File: src/x86_flags_unit_assert.svh
// Assertion macros for the x86 flags unit.
// Users must have clk and rst in scope; no other dependencies.
`ifndef X86_FLAGS_UNIT_ASSERT_SVH
`define X86_FLAGS_UNIT_ASSERT_SVH

// Same-cycle implication, disabled during reset.
`define X86F_ASSERT_NOW(lbl, ante, cons, msg) \
  lbl: assert property (@(posedge clk) disable iff (rst) (ante) |-> (cons)) else $error(msg);

// Next-cycle implication, disabled during reset.
`define X86F_ASSERT_NEXT(lbl, ante, cons, msg) \
  lbl: assert property (@(posedge clk) disable iff (rst) (ante) |=> (cons)) else $error(msg);

`endif

File: src/x86f_pkg.sv
// Shared types, codes and width helpers for the x86 flags unit.
// No dependencies.
`timescale 1ns / 1ps

package x86f_pkg;

  localparam int DataWidth = 64;
  localparam int WordBits = 64;
  localparam logic [WordBits-1:0] FlagsFixedBits = 64'h202;

  localparam int CfPos = 0;
  localparam int PfPos = 2;
  localparam int AfPos = 4;
  localparam int ZfPos = 6;
  localparam int SfPos = 7;
  localparam int DfPos = 10;
  localparam int OfPos = 11;

  typedef enum logic [2:0] {
    ActAdd   = 3'd0,
    ActSub   = 3'd1,
    ActLogic = 3'd2,
    ActCond  = 3'd3,
    ActRead  = 3'd4,
    ActWrite = 3'd5
  } action_t;

  typedef enum logic [2:0] {
    TestO  = 3'd0,
    TestC  = 3'd1,
    TestZ  = 3'd2,
    TestBe = 3'd3,
    TestS  = 3'd4,
    TestP  = 3'd5,
    TestL  = 3'd6,
    TestLe = 3'd7
  } cond_test_t;

  typedef struct packed {
    logic cf;
    logic pf;
    logic af;
    logic zf;
    logic sf;
    logic df;
    logic of;
  } flags_t;

  typedef struct packed {
    logic [2:0]          action;
    logic [1:0]          operand_size;
    logic [WordBits-1:0] left_operand;
    logic [WordBits-1:0] right_operand;
    logic [WordBits-1:0] result_value;
    logic                keep_carry;
    logic                zero_from_compare;
    logic [3:0]          condition_code;
    logic [WordBits-1:0] flags_word_in;
  } req_t;

  typedef struct packed {
    logic                condition_true;
    logic [WordBits-1:0] flags_word_out;
  } rsp_t;

  function automatic logic [6:0] size_width(logic [1:0] code);
    logic [6:0] w;
    w = 7'(8) << code;
    if (w > 7'(DataWidth)) w = 7'(DataWidth);
    return w;
  endfunction

  function automatic logic [WordBits-1:0] size_mask(logic [6:0] w);
    logic [WordBits-1:0] m;
    if (w >= 7'(WordBits)) m = '1;
    else m = (WordBits'(1) << w) - WordBits'(1);
    return m;
  endfunction

endpackage

File: src/x86f_req_if.sv
// Request channel interface of the x86 flags unit.
// Depends on x86f_pkg.
`timescale 1ns / 1ps

interface x86f_req_if;
  logic                            valid;
  logic                            ready;
  logic [2:0]                      action;
  logic [1:0]                      operand_size;
  logic [x86f_pkg::WordBits-1:0]   left_operand;
  logic [x86f_pkg::WordBits-1:0]   right_operand;
  logic [x86f_pkg::WordBits-1:0]   result_value;
  logic                            keep_carry;
  logic                            zero_from_compare;
  logic [3:0]                      condition_code;
  logic [x86f_pkg::WordBits-1:0]   flags_word_in;

  modport source (
    output valid, action, operand_size, left_operand, right_operand, result_value,
           keep_carry, zero_from_compare, condition_code, flags_word_in,
    input  ready
  );
  modport sink (
    input  valid, action, operand_size, left_operand, right_operand, result_value,
           keep_carry, zero_from_compare, condition_code, flags_word_in,
    output ready
  );
endinterface

File: src/x86f_rsp_if.sv
// Response channel interface of the x86 flags unit.
// Depends on x86f_pkg.
`timescale 1ns / 1ps

interface x86f_rsp_if;
  logic                          valid;
  logic                          ready;
  logic                          condition_true;
  logic [x86f_pkg::WordBits-1:0] flags_word_out;

  modport source (output valid, condition_true, flags_word_out, input ready);
  modport sink (input valid, condition_true, flags_word_out, output ready);
endinterface

File: src/x86_flags_unit.sv
// Top level of the x86 flags unit: input register, flag register, output register.
// Depends on x86f_pkg, x86f_req_if, x86f_rsp_if, x86f_eval, x86_flags_unit_assert.svh.
`timescale 1ns / 1ps

// Keeps the x86 status flags and serves one request word per cycle while the
// response side is ready: flag updates for add, sub and logic results,
// condition-code tests, and packing or unpacking of the flags word at 8 to 64
// bits. Each word is held in the input register, where it is evaluated against
// the current flags, and waits there while a response that has not been taken
// holds the output register; it then sits in the output register until taken.
// With the response side ready, a new request is taken every cycle. Flags change
// when a word moves into the output register, so each word sees the flags its
// predecessor left.

module x86_flags_unit (
  input logic       clk,
  input logic       rst,
  x86f_req_if.sink   req,
  x86f_rsp_if.source rsp
);

  `include "x86_flags_unit_assert.svh"

  logic             stage_valid;
  x86f_pkg::req_t   item;
  logic             out_valid;
  x86f_pkg::rsp_t   out_data;
  x86f_pkg::flags_t flags;
  x86f_pkg::flags_t flags_next;
  x86f_pkg::rsp_t   result;
  logic             advance;
  logic             fire;

  x86f_eval u_eval (
    .item       (item),
    .flags      (flags),
    .flags_next (flags_next),
    .result     (result)
  );

  assign advance = !out_valid || rsp.ready;
  assign fire = stage_valid && advance;
  assign req.ready = !stage_valid || advance;

  assign rsp.valid = out_valid;
  assign rsp.condition_true = out_data.condition_true;
  assign rsp.flags_word_out = out_data.flags_word_out;

  always_ff @(posedge clk) begin
    if (rst) begin
      stage_valid <= 1'b0;
    end else if (req.ready) begin
      stage_valid <= req.valid;
    end
  end

  always_ff @(posedge clk) begin
    if (req.valid && req.ready) begin
      item.action <= req.action;
      item.operand_size <= req.operand_size;
      item.left_operand <= req.left_operand;
      item.right_operand <= req.right_operand;
      item.result_value <= req.result_value;
      item.keep_carry <= req.keep_carry;
      item.zero_from_compare <= req.zero_from_compare;
      item.condition_code <= req.condition_code;
      item.flags_word_in <= req.flags_word_in;
    end
  end

  always_ff @(posedge clk) begin
    if (rst) begin
      out_valid <= 1'b0;
    end else if (advance) begin
      out_valid <= stage_valid;
    end
  end

  always_ff @(posedge clk) begin
    if (fire) begin
      out_data <= result;
    end
  end

  always_ff @(posedge clk) begin
    if (rst) begin
      flags <= '0;
    end else if (fire) begin
      flags <= flags_next;
    end
  end

  `X86F_ASSERT_NEXT(a_flags_hold, !fire, $stable(flags), "flags changed with no word retired")
  `X86F_ASSERT_NEXT(a_stage_hold, stage_valid && !advance, stage_valid, "stalled word dropped")
  `X86F_ASSERT_NOW(a_ready_full, !req.ready, stage_valid && out_valid, "stall with free slot")

endmodule

File: src/x86f_eval.sv
// Flag evaluation for one word: next flags and response from current flags.
// Depends on x86f_pkg.
`timescale 1ns / 1ps

module x86f_eval (
  input  x86f_pkg::req_t   item,
  input  x86f_pkg::flags_t flags,
  output x86f_pkg::flags_t flags_next,
  output x86f_pkg::rsp_t   result
);

  logic [6:0]                    width;
  logic [5:0]                    top;
  logic [x86f_pkg::WordBits-1:0] mask;
  logic [x86f_pkg::WordBits-1:0] lhs;
  logic [x86f_pkg::WordBits-1:0] rhs;
  logic [x86f_pkg::WordBits-1:0] res;
  logic [x86f_pkg::WordBits-1:0] add_ov;
  logic [x86f_pkg::WordBits-1:0] packed_word;
  logic                          sign;
  logic                          parity;
  logic                          lhs_lt_rhs;
  logic                          signed_lt;
  logic                          test;

  always_comb begin
    width = x86f_pkg::size_width(item.operand_size);
    top = 6'(width - 7'd1);
    mask = x86f_pkg::size_mask(width);
    lhs = item.left_operand & mask;
    rhs = item.right_operand & mask;
    res = item.result_value & mask;
    add_ov = (res ^ lhs) & (res ^ rhs);
    sign = res[top];
    parity = ~(^res[7:0]);
    lhs_lt_rhs = lhs < rhs;
    signed_lt = (lhs[top] != rhs[top]) ? lhs[top] : lhs_lt_rhs;

    packed_word = x86f_pkg::FlagsFixedBits;
    packed_word[x86f_pkg::CfPos] = flags.cf;
    packed_word[x86f_pkg::PfPos] = flags.pf;
    packed_word[x86f_pkg::AfPos] = flags.af;
    packed_word[x86f_pkg::ZfPos] = flags.zf;
    packed_word[x86f_pkg::SfPos] = flags.sf;
    packed_word[x86f_pkg::DfPos] = flags.df;
    packed_word[x86f_pkg::OfPos] = flags.of;

    unique case (x86f_pkg::cond_test_t'(item.condition_code[3:1]))
      x86f_pkg::TestO:  test = flags.of;
      x86f_pkg::TestC:  test = flags.cf;
      x86f_pkg::TestZ:  test = flags.zf;
      x86f_pkg::TestBe: test = flags.cf | flags.zf;
      x86f_pkg::TestS:  test = flags.sf;
      x86f_pkg::TestP:  test = flags.pf;
      x86f_pkg::TestL:  test = flags.sf ^ flags.of;
      x86f_pkg::TestLe: test = flags.zf | (flags.sf ^ flags.of);
      default:          test = 1'b0;
    endcase
  end

  always_comb begin
    flags_next = flags;
    result = '0;
    unique case (item.action)
      x86f_pkg::ActAdd: begin
        flags_next.sf = sign;
        flags_next.pf = parity;
        flags_next.af = res[4] ^ lhs[4] ^ rhs[4];
        flags_next.zf = (res == '0);
        if (!item.keep_carry) flags_next.cf = res < lhs;
        flags_next.of = add_ov[top];
      end
      x86f_pkg::ActSub: begin
        flags_next.sf = sign;
        flags_next.pf = parity;
        flags_next.af = res[4] ^ lhs[4] ^ rhs[4];
        flags_next.zf = item.zero_from_compare ? (lhs == rhs) : (res == '0);
        if (!item.keep_carry) flags_next.cf = lhs_lt_rhs;
        flags_next.of = sign ^ signed_lt;
      end
      x86f_pkg::ActLogic: begin
        flags_next.sf = sign;
        flags_next.pf = parity;
        flags_next.af = 1'b0;
      end
      x86f_pkg::ActCond: begin
        result.condition_true = test ^ item.condition_code[0];
      end
      x86f_pkg::ActRead: begin
        result.flags_word_out = packed_word & mask;
      end
      x86f_pkg::ActWrite: begin
        if (width > 7'(x86f_pkg::CfPos)) flags_next.cf = item.flags_word_in[x86f_pkg::CfPos];
        if (width > 7'(x86f_pkg::PfPos)) flags_next.pf = item.flags_word_in[x86f_pkg::PfPos];
        if (width > 7'(x86f_pkg::AfPos)) flags_next.af = item.flags_word_in[x86f_pkg::AfPos];
        if (width > 7'(x86f_pkg::ZfPos)) flags_next.zf = item.flags_word_in[x86f_pkg::ZfPos];
        if (width > 7'(x86f_pkg::SfPos)) flags_next.sf = item.flags_word_in[x86f_pkg::SfPos];
        if (width > 7'(x86f_pkg::DfPos)) flags_next.df = item.flags_word_in[x86f_pkg::DfPos];
        if (width > 7'(x86f_pkg::OfPos)) flags_next.of = item.flags_word_in[x86f_pkg::OfPos];
      end
      default: begin
        flags_next = flags;
      end
    endcase
  end

endmodule

File: src/flat_wrapper.sv
// flat-port wrapper written by rule: the top's interface ports become plain ports
module x86_flags_unit_flat 
  (clk, rst, req_valid, req_action, req_operand_size, req_left_operand, req_right_operand, req_result_value, req_keep_carry, req_zero_from_compare, req_condition_code, req_flags_word_in, req_ready, rsp_valid, rsp_condition_true, rsp_flags_word_out, rsp_ready);
  x86f_req_if req_i ();
  x86f_rsp_if rsp_i ();
  input logic clk;
  input logic rst;
  input wire logic [$bits(req_i.valid)-1:0] req_valid;
  input wire logic [$bits(req_i.action)-1:0] req_action;
  input wire logic [$bits(req_i.operand_size)-1:0] req_operand_size;
  input wire logic [$bits(req_i.left_operand)-1:0] req_left_operand;
  input wire logic [$bits(req_i.right_operand)-1:0] req_right_operand;
  input wire logic [$bits(req_i.result_value)-1:0] req_result_value;
  input wire logic [$bits(req_i.keep_carry)-1:0] req_keep_carry;
  input wire logic [$bits(req_i.zero_from_compare)-1:0] req_zero_from_compare;
  input wire logic [$bits(req_i.condition_code)-1:0] req_condition_code;
  input wire logic [$bits(req_i.flags_word_in)-1:0] req_flags_word_in;
  output wire logic [$bits(req_i.ready)-1:0] req_ready;
  output wire logic [$bits(rsp_i.valid)-1:0] rsp_valid;
  output wire logic [$bits(rsp_i.condition_true)-1:0] rsp_condition_true;
  output wire logic [$bits(rsp_i.flags_word_out)-1:0] rsp_flags_word_out;
  input wire logic [$bits(rsp_i.ready)-1:0] rsp_ready;
  assign req_i.valid = req_valid;
  assign req_i.action = req_action;
  assign req_i.operand_size = req_operand_size;
  assign req_i.left_operand = req_left_operand;
  assign req_i.right_operand = req_right_operand;
  assign req_i.result_value = req_result_value;
  assign req_i.keep_carry = req_keep_carry;
  assign req_i.zero_from_compare = req_zero_from_compare;
  assign req_i.condition_code = req_condition_code;
  assign req_i.flags_word_in = req_flags_word_in;
  assign req_ready = req_i.ready;
  assign rsp_valid = rsp_i.valid;
  assign rsp_condition_true = rsp_i.condition_true;
  assign rsp_flags_word_out = rsp_i.flags_word_out;
  assign rsp_i.ready = rsp_ready;
  x86_flags_unit u_core (.clk(clk), .rst(rst), .req(req_i), .rsp(rsp_i));
endmodule
File: config.mk
export PLATFORM = sky130hd
export DESIGN_NAME = x86_flags_unit_flat
export DESIGN_NICKNAME = d
export VERILOG_FILES = /design/src/x86f_pkg.sv /design/src/x86f_req_if.sv /design/src/x86f_rsp_if.sv /design/src/x86_flags_unit.sv /design/src/x86f_eval.sv /design/src/flat_wrapper.sv
export VERILOG_INCLUDE_DIRS = /design/src /design/src/src
export SDC_FILE = /design/constraint.sdc
export NUM_CORES = 1
export LEC_CHECK = 0
export BUFFER_PORTS_ARGS = -buffer_cell sky130_fd_sc_hd__buf_2
export CORE_MARGIN = 1
export CORE_UTILIZATION = 55
export CTS_CLUSTER_DIAMETER = 30
export CTS_CLUSTER_SIZE = 40
export DETAILED_ROUTE_END_ITERATION = 10
export PLACE_DENSITY_LB_ADDON = 0.08
export RECOVER_POWER = 25
export SLEW_MARGIN = 25
export SYNTH_ARGS = -nofsm -noshare
export SYNTH_HDL_FRONTEND = slang
export SYNTH_HIERARCHICAL = 1
export SYNTH_SLANG_ARGS = --single-unit
File: constraint.sdc
create_clock -name clk -period 22.4 [get_ports clk]
set_input_delay 3.36 -clock clk [delete_from_list [all_inputs] [get_ports clk]]
set_output_delay 3.36 -clock clk [all_outputs]
set_load 0.1 [all_outputs]
## Word-level counts from Yosys, hierarchy flattened

Index checks and enable logic that the tools add are counted.

- Register bits after elaboration: 289
- Bits of input ports: 271
- Output and inout bits: 67

- $add $sub $neg: 2
- Order comparisons: 12
- Equal/unequal tests: 22
- Shift operators: 2
- Muxes and demuxes: 26
- Bitwise logic cells: 15
- Reductions and logical operators: 22

Operators by type and width:

| kind | count |
|---|---|
| $and 64x64->64 | 4 |
| $lt 64x64->1 | 2 |
| $xor 64x64->64 | 2 |
| $and 12x64->64 | 1 |
| $eq 64x64->1 | 1 |
| $logic_not 64->1 | 1 |
| $mux 64 | 1 |
| $shl 1x7->64 const A | 1 |
| $sub 64x2->64 const B | 1 |
| $bmux 1 s6 | 4 |
| $gt 7x3->1 const B | 3 |
| $eq 3x3->1 const B | 6 |
| $reduce_and 3->1 | 6 |
| $ne 2x2->1 const B | 8 |
| $gt 7x4->1 const B | 2 |
| $mux 1 | 14 |
| $eq 3x2->1 const B | 4 |
| $pmux 1 s3 | 3 |
| $pmux 1 s8 | 1 |
| $reduce_xor 8->1 | 1 |
| $ge 7x7->1 const B | 1 |
| $gt 7x1->1 const B | 1 |
| $gt 7x2->1 const B | 1 |
| $gt 7x7->1 const B | 1 |
| other kinds (20) | 31 |

## Longest topological paths before layout

- Depth in word-level cells: 13
- Depth in mapped cells: 16
- Mapped depth without buffers: 14

## Modules after synthesis

Netlist, hierarchy kept.

By module, submodules not included:

| module | times used | cells each | area each (um2) |
|---|---|---|---|
| x86_flags_unit | 1 | 372 | 10,369.9 |
| x86f_eval | 1 | 796 | 5,333.9 |

## Worst setup path before layout

Ideal clock, no wire load.

- Kind: in2reg
- Start: input rsp_ready
- End: register u_core/item[0] (netlist name)
- Setup time: 0.983 ns
- Arrival time: 16.234 ns
- Required time: 21.417 ns
- Setup slack: 5.182 ns
- Stages on the path: 2
- Buffers on the path: 0
- Cell sequence: nor2b_4 -> a21oi_1

- Word-level cells in the longest chain between the ends: 3

RTL lines:

| element | RTL line | source |
|---|---|---|
| from (decl) | flat_wrapper.sv:22 | `input wire logic [$bits(rsp_i.ready)-1:0] rsp_ready;` |
| $logic_or 1x1->1 | x86_flags_unit.sv:41 | `assign advance = !out_valid \|\| rsp.ready;` |
| $logic_or 1x1->1 | x86_flags_unit.sv:43 | `assign req.ready = !stage_valid \|\| advance;` |
| $logic_and 1x1->1 | x86_flags_unit.sv:58 | `if (req.valid && req.ready) begin` |

No other way between the ends.
A chain may end at the register's enable or synchronous reset.

## Final worst setup path

- Start: input rsp_ready
- End: output req_ready

- Word-level cells in the longest chain between the ends: 2

RTL lines:

| element | RTL line | source |
|---|---|---|
| $logic_or 1x1->1 | x86_flags_unit.sv:41 |  |
| $logic_or 1x1->1 | x86_flags_unit.sv:43 |  |
| to (decl) | flat_wrapper.sv:18 | `output wire logic [$bits(req_i.ready)-1:0] req_ready;` |

No other way between the ends.

==> flow_metrics.py <==
metrics = {
    "critical_path": {
        "worstPathMaxFanout": 4,
        "startpoint": "rsp_ready",
        "worstRegToRegCells": 13,
        "worst_path_class_setup": "in -> out",
        "largest_stage_delay_on_the_critical_path_ns": 0.30,
        "critPathCaptureType": "output port",
        "crit_top_cell": "sky130_fd_sc_hd__buf_2",
        "path_cells": "buf_2 -> nor2b_4 -> nand2_1 -> buf_2",
        "critPathRequiredTime_ns": 19.04,
        "start_kind": "primary input",
        "reg2reg_setup_slack_ns": 15.47,
        "critPathSlowestCell": "sky130_fd_sc_hd__buf_2",
        "critPathArrivalTime_ns": 4.04,
        "critical_path.reg2reg.endpoint": "u_core/flags[0]$_SDFFE_PP0P_",
        "r2r_start": "u_core/item[263]$_DFFE_PP_",
    },
    "global_routing": {
        "grt_first_pass_wirelength_microns": 44800,
        "fraction_of_met2_tracks_used_by_global_routing_pct": 36.2,
        "grt_busiest_layer": "met2",
        "global_route.usage.total_pct": 22.4,
        "grt-ovfl-total": 0,
        "grt.met1_usage_pct": 29.7,
        "grt_util_met3_pct": 5.01,
        "antenna_found_initial": 4,
        "first_global_vias": 8975,
        "maximum_number_of_pins_on_one_net_before_global_route_repair": 211,
    },
    "sta": {
        "slew_headroom_pct": -151,
        "slew_viol_final": 107,
        "final-hold-violation-count": 0,
        "fin_skew_ns": 0.0172,
        "tightest_slew_ns": 3.76,
        "setup_viol": 0,
        "timing.final.crit_share_pct": 33.1,
        "maxClockFrequency_mhz": 135,
        "rsz_0062_raised_after_global_routing": "no",
        "sum_neg_setup_slack_ns": 0,
        "layout_min_cycle_time_ns": 7.40,
    },
    "place": {
        "placed_cells": 1692,
        "placement.io_buffers": 280,
        "dp_hpwl_microns": 20700,
        "routabilityCongestion": 0.855,
    },
    "worst_hold_path": {
        "timing.hold.worst.class": "reg -> reg",
        "hold_end": "u_core/flags[4]$_SDFFE_PP0P_",
        "hp-start": "u_core/flags[4]$_SDFFE_PP0P_",
        "timing.hold.worst_path_depth": 2,
    },
    "pwr": {
        "p_leak_uw": 0.00773,
        "power_density_nw_per_um2": 90.2,
        "vdd_ir_drop_max_v": 0.0000758,
    },
    "layout": {
        "multiInputGateArea_sq_um": 4910,
        "register_area_sq_um": 8440,
        "finalNonFillerCells": 1800,
        "final_cell_mix": "sky130_fd_sc_hd__buf_2, sky130_fd_sc_hd__edfxtp_1, sky130_fd_sc_hd__ha_1",
        "final_layout_size_suffix_gt1_share_pct": 26.1,
        "n_fill_cell": 1883,
        "leading_cell_type_in_the_layout_fill_and_taps_excluded": "sky130_fd_sc_hd__buf_2",
        "fin_nets": 1824,
        "area_delta_synth_final_pct": 23.9,
    },
    "clock_tree": {
        "insertion_delay_ns": 0.55,
        "cts_repair_resized_insts": 0,
        "cts.sinks": 284,
        "cts-hold-fix-buffers": 0,
        "tritoncts": "yes",
        "clock_path_buffers": 3,
        "cts_max_level": 2,
        "cts_inserted_buffers": 56,
        "clkSlewWorstSetupHoldPaths_ns": 0.04,
        "post_cts_repair_timing_setup_buffer_count": 0,
        "ctsRootBufferMaster": "sky130_fd_sc_hd__clkbuf_16",
    },
    "routing": {
        "drtIter0Drc": 601,
        "avgRoutedWirePerCell_microns": 16.2,
        "avgViaCountPerCell": 5.16,
        "post_route_drc": 0,
        "drtPass1Iterations": 5,
        "via_count": 9289,
        "drt_wl_total_microns": 29200,
        "drtAntennaViolNets": 0,
    },
    "flow_run": {
        "drv_cap": 1,
    },
    "floorplan": {
        "die_w_microns": 162,
        "placementRows": 58,
        "io_pins": 338,
        "floorplan.core_area_sq_um": 25000,
        "design.die.area_sq_um": 26100,
        "die_y_microns": 162,
        "floorplan.initialDensity_pct": 55.9,
    },
    "yosys": {
        "netlist_area_pre_place_sq_um": 14000,
        "syn_area_per_cell_sq_um": 12.6,
        "syn_inst": 1111,
        "ys.warnings.count": 6,
    },
    "status": {
        "run_status": "complete, but fails checks",
        "violations": "capacitance limit, slew limit",
    },
}
state kept, by name, summed over array words and instances (netlist names):
signal,flops
u_core/stage_valid,1
u_core/rsp.valid,1
u_core/rsp.condition_true,1
u_core/flags,7
u_core/item,210
u_core/rsp.flags_word_out,64
power breakdown:
| group | internal, uW | switching [uW] | total (uW) |
|---|---|---|---|
| Combinational | 58.1 | 112 | 170 |
| Sequential | 618 | 11.6 | 629 |
| Clock | 495 | 269 | 764 |
| Total | 1170 | 393 | 1560 |
stage by stage:
stage               util (%)  total power, uW  setup WS (ns)  cell area [sq um]  hold WS (ns)
CTS                     69.1             1580          14.99              17300         0.492
global placement        62.0              805          15.00              15500         0.466
global route            69.2             1620          14.77              17300         0.508
floorplan                  -              769           8.04              14200         0.455
finish                  69.3             1560          15.00              17300         0.489
detailed placement      62.0              808          14.99              15500         0.486
worst max path at each step:
stage	endpoint	cells after the start
2_1_floorplan	u_core/item[0]$_DFFE_PP_	2
4_1_cts	req_ready	4
5_1_grt	u_core/flags[0]$_SDFFE_PP0P_	13
3_3_place_gp	req_ready	4
3_5_place_dp	req_ready	4
6_report	req_ready	4
final cells by class:
class	instances	share of cell area, %
Clock inverter	42	2.07
Multi-Input combinational cell	708	28.3
Sequential cell	284	48.7
Timing Repair Buffer	285	8.46
Inverter	86	1.86
Tap cell	330	2.38
Clock buffer	62	8.21
Antenna cell	3	0.0433
worst max-delay path: cells and delay by family:
family                 cells  cell delay (ns)
buffers and inverters      2             0.41
AND/OR/NAND/NOR            2             0.28
layer usage:
metal  wire (microns)  share of wire (%)
met1            12800                 44
met2            13500                 46
met3             2120                7.2
met4              798                2.7
met5               13              0.044
Power figures use the tool's default switching activity.
